### src/rtl/wss_ram.sv
// Generic single-port RAM with registered read.
module wss_ram #(
    parameter int unsigned WIDTH = 8,
    parameter int unsigned DEPTH = 16
) (
    input  logic                     i_clk,
    input  logic                     i_we,
    input  logic [$clog2(DEPTH)-1:0] i_addr,
    input  logic [WIDTH-1:0]         i_wdata,
    output logic [WIDTH-1:0]         o_rdata
);
    logic [WIDTH-1:0] r_mem [DEPTH];

    always_ff @(posedge i_clk) begin
        if (i_we) begin
            r_mem[i_addr] <= i_wdata;
        end
        o_rdata <= r_mem[i_addr];
    end
endmodule

### config.mk
export PLATFORM = sky130hd
export DESIGN_NAME = wss_ram
export DESIGN_NICKNAME = d
export VERILOG_FILES = /design/src/rtl/wss_ram.sv
export SDC_FILE = /design/constraint.sdc
export NUM_CORES = 1
export LEC_CHECK = 0
export ABC_AREA = 1
export BUFFER_PORTS_ARGS = -buffer_cell sky130_fd_sc_hd__buf_4
export CAP_MARGIN = 40
export CORE_ASPECT_RATIO = 1.5
export CORE_UTILIZATION = 53
export DETAILED_ROUTE_END_ITERATION = 10
export PLACE_DENSITY = 0.8
export SKIP_CTS_REPAIR_TIMING = 1
export SYNTH_ARGS = -nofsm -noshare
export SYNTH_HDL_FRONTEND = slang
export SYNTH_SLANG_ARGS = --single-unit
export TNS_END_PERCENT = 20
### constraint.sdc
create_clock -name i_clk -period 1.9 [get_ports i_clk]
set_input_delay 0 -clock i_clk [delete_from_list [all_inputs] [get_ports i_clk]]
set_output_delay 0 -clock i_clk [all_outputs]
set_load 0.005 [all_outputs]
-- Word level (Yosys, flattened, before mapping)
Memory sizes are Yosys's and may differ from the RTL's. A register that Yosys moved wholly into a read port is not among the register bits.
Cells that the tools add are included.
- latch bits: 0
- output and inout port bits: 8
- memories: 1
- register bits: 0
- logic and storage cells: 3
- ROM bits: 0
- bits in writable memories: 128
- input bits: 14
- multiplexer cells: 2
- div/mod/pow operators: 0
- $add $sub $neg: 0
- equal/unequal tests: 0
- $mul: 0
- bitwise logic cells: 0
- order comparisons: 0
- shift-type cells: 0
- reduce and logical (&&, ||, !) cells: 0
- memories (memory ; depth ; bits a word ; rd ports ; clocked after memory_dff ; write ports ; RTL line ; RTL):
    r_mem ; 16 ; 8 ; 1 ; 1 ; 1 ; 12 ; logic [WIDTH-1:0] r_mem [DEPTH];
- operator list (kind ; count):
    $mux W1 ; 2

-- Depth between registers and ports, before layout
- depth after elaboration: 2
- mapped depth: 11
- depth with buffers taken out: 9

-- Least setup slack after synthesis
OpenSTA, ideal clock, no wires.
- kind: in2reg
- start: input port i_addr[1]
- end: memory r_mem[3][0] (enable)
- buffers on the path: 2
- data required time: 1530 ps
- stages on the path: 4
- setup slack: 523 ps
- library setup time: 370 ps
- data arrival time: 1007 ps
- cells stage by stage: buf_2 -> clkbuf_1 -> nand3_1 -> nor2_1
- RTL lines (element ; RTL line ; RTL):
    start, declared ; 8 ; input logic [$clog2(DEPTH)-1:0] i_addr,
    end, declared ; 12 ;
No word-level cell before the write port.

-- Worst setup path in the final report
- start: input port i_addr[0]
- end: memory r_mem[4][1] (enable)
No word-level cell before the write port.

==> flow_metrics.tcl <==
set metrics [dict create \
    syn-num-nets 562 \
    synthTopCellsByArea "edfxtp_1 69%, nand2_1 23%, dfxtp_1 2.9%" \
    rrSetupSlack_ns 0.87 \
    rsz0062_at_grt "false" \
    worstPathCellList "buf_4 > inv_2 > nand3_1 > nor2_1" \
    yosysWarnings 0 \
    die_h_um 127.8 \
    status "complete, no violations" \
    nets 609 \
    routed_wl_um 11930 \
    cts_tree "done" \
    drv_slew 0 \
    synth_common_cells "346 x nand2_1, 128 x edfxtp_1, 21 x inv_1" \
    synth_cells 548 \
    drtIter0Drc 285 \
    reg2regPathDepth 8 \
    n_antenna_cell 0 \
    ant_nets 0 \
    drc 0 \
    required_ns 1.95 \
    yosysMostFrequentCell "nand2_1" \
    grt_antenna_before_repair 0 \
    finalSetupTns_ns 0 \
    wl_per_cell_um 15.93 \
    synth-seq-cells 136 \
    period_share 0.5744 \
    setup-violations-final 0 \
    coreArea_um2 10190 \
    crit_path_max_fanout 21 \
    synth_edf_count 128 \
    critPathKind "primary input to register" \
    syn_area_per_cell_um2 10.21 \
    die_w_um 85.88 \
    ys_async_sr_fraction 0 \
    h-tree-depth 4 \
    grt_pass1_vias 3809 \
    max_freq_ghz 0.9163 \
    area_growth_pct 18.81 \
    overflow 0 \
    min_to "o_rdata[0]" \
    vias 3813 \
    yosysSeqAreaShare 0.7159 \
    synth_ff_type "edfxtp_1" \
    dpl_cell_area_um2 5961 \
    design_area_um2 6645 \
    crit_path_top_delay_cell "nor2_1" \
    finalHoldViolations 0 \
    cts_made_buffers 17 \
    port_buffers 21 \
    routabilityCongestion 0.9247 \
    drt-pass1-iter-count 5 \
    initial_core_util 0.5488 \
    vias_per_cell 5.091 \
    cp-end-kind "register" \
    grt_max_degree 48 \
    grt_pass1_wl_um 19000 \
    clk_latency_ns 0.41 \
    drv_cap 0 \
    hp-class "primary input to register" \
    max_stage_delay_ns 0.53 \
    timing.rr.end "o_rdata[5]" \
    finalClockSkew_ns 0.003930 \
    synth_top_area_share 0.6872 \
    cts_root_buffer "clkbuf_16" \
    fin_crit_ns 1.091 \
    worst_pin_slew_ns 0.7305 \
    syn_area_um2 5593 \
    synthDistinctLibCells 11 \
    hp-start "i_addr[2]" \
    dieArea_um2 10980 \
    startpoint_type "primary input" \
    ios 22 \
    clockBufferDepth 2 \
    clk_pin_slew_ns 0.06 \
    dp_hpwl_um 7542 \
    leakagePower_nw 2.867 \
    worst_slew_margin_rel 0.5112 \
    cts.sinks 136 \
    synth_top_cell_by_area "edfxtp_1" \
    r2r_start "r_mem[2][5]" \
    hold_depth 7 \
    drive_gt1_frac 0.1201 \
    ir_worst_vdd_mv 1.046 \
    grtUsageTotal 0.2445 \
    crit_arrival_ns 1.14 \
    p_per_area_nw_per_um2 1066 \
    fp-row-count 45 \
]
==> state kept, by name (all words and copies together) (netlist names) <==
signal   count
r_mem      128
o_rdata      8
==> worst max path at each step <==
stage | from | to | slack (ns) | cells past startpoint
after floorplan | i_addr[1] | r_mem[3][0] | 0.52 | 4
after global placement | i_addr[1] | r_mem[13][7] | 0.42 | 4
after CTS | i_addr[0] | r_mem[4][1] | 0.82 | 4
after global routing | i_addr[0] | r_mem[4][2] | 0.67 | 4
final | i_addr[0] | r_mem[4][1] | 0.81 | 4
after detailed placement | i_addr[1] | r_mem[13][1] | 0.37 | 4
==> cell usage in the layout (no fill, tap or decap) <==
| cell type | count |
|---|---|
| dfxtp_1 | 8 |
| inv_1 | 21 |
| nand3_1 | 4 |
| nor2_1 | 18 |
| inv_6 | 2 |
| edfxtp_1 | 128 |
| nand2_1 | 346 |
| clkbuf_16 | 17 |
| dlygate4sd3_1 | 8 |
| inv_2 | 1 |
| bufinv_16 | 3 |
| clkbuf_1 | 1 |
| clkinv_1 | 1 |
| clkinv_4 | 4 |
| buf_4 | 41 |
| clkinvlp_4 | 3 |
| clkinv_2 | 2 |
==> metal layers <==
metal	wire (um)	global-route usage
met5	0	0
met4	537	0.1480
met3	632	0.05988
met2	6387	0.4206
met1	4374	0.2709
==> logic make-up after synthesis <==
| group | count (synthesis) | share of synthesized area |
|---|---|---|
| flops | 136 | 0.7159 |
| buf+inv | 44 | 0.03624 |
| simple gates | 368 | 0.2479 |
==> critical path: cells and delay by family <==
kind / cells / cell delay, ns
AND/OR/NAND/NOR: 2 / 0.68
buffers and inverters: 2 / 0.45
==> report_power, final <==
group / leakage, nW / internal [mW] / switching [mW]
logic: 1.36 / 0.141 / 0.288
registers: 1.22 / 3.35 / 0.0193
clock network: 0.287 / 2.07 / 1.21
==> cell type report <==
type                            instances  area, um2
Fill cell                             757       3546
Inverter                               23      86.33
Clock inverter                         14      175.2
Tap cell                              141      176.4
Clock buffer                           18      429.2
Timing Repair Buffer                   49      387.9
Sequential cell                       136       4004
Multi-Input combinational cell        368       1386
==> per-stage QoR <==
stage	util	std cells	hold slack, ns	worst slack, ns	power, mW
after floorplan	-	548	0.09887	0.5228	3.666
after global placement	0.5849	709	0.3436	0.4248	3.832
after detailed placement	0.5849	709	0.3574	0.3735	3.848
after CTS	0.6442	741	-0.07652	0.8245	7.107
after global routing	0.6521	749	0.1572	0.6738	7.299
final	0.6521	749	0.1398	0.8087	7.081
Note: power is estimated with default switching activity, not from simulation.
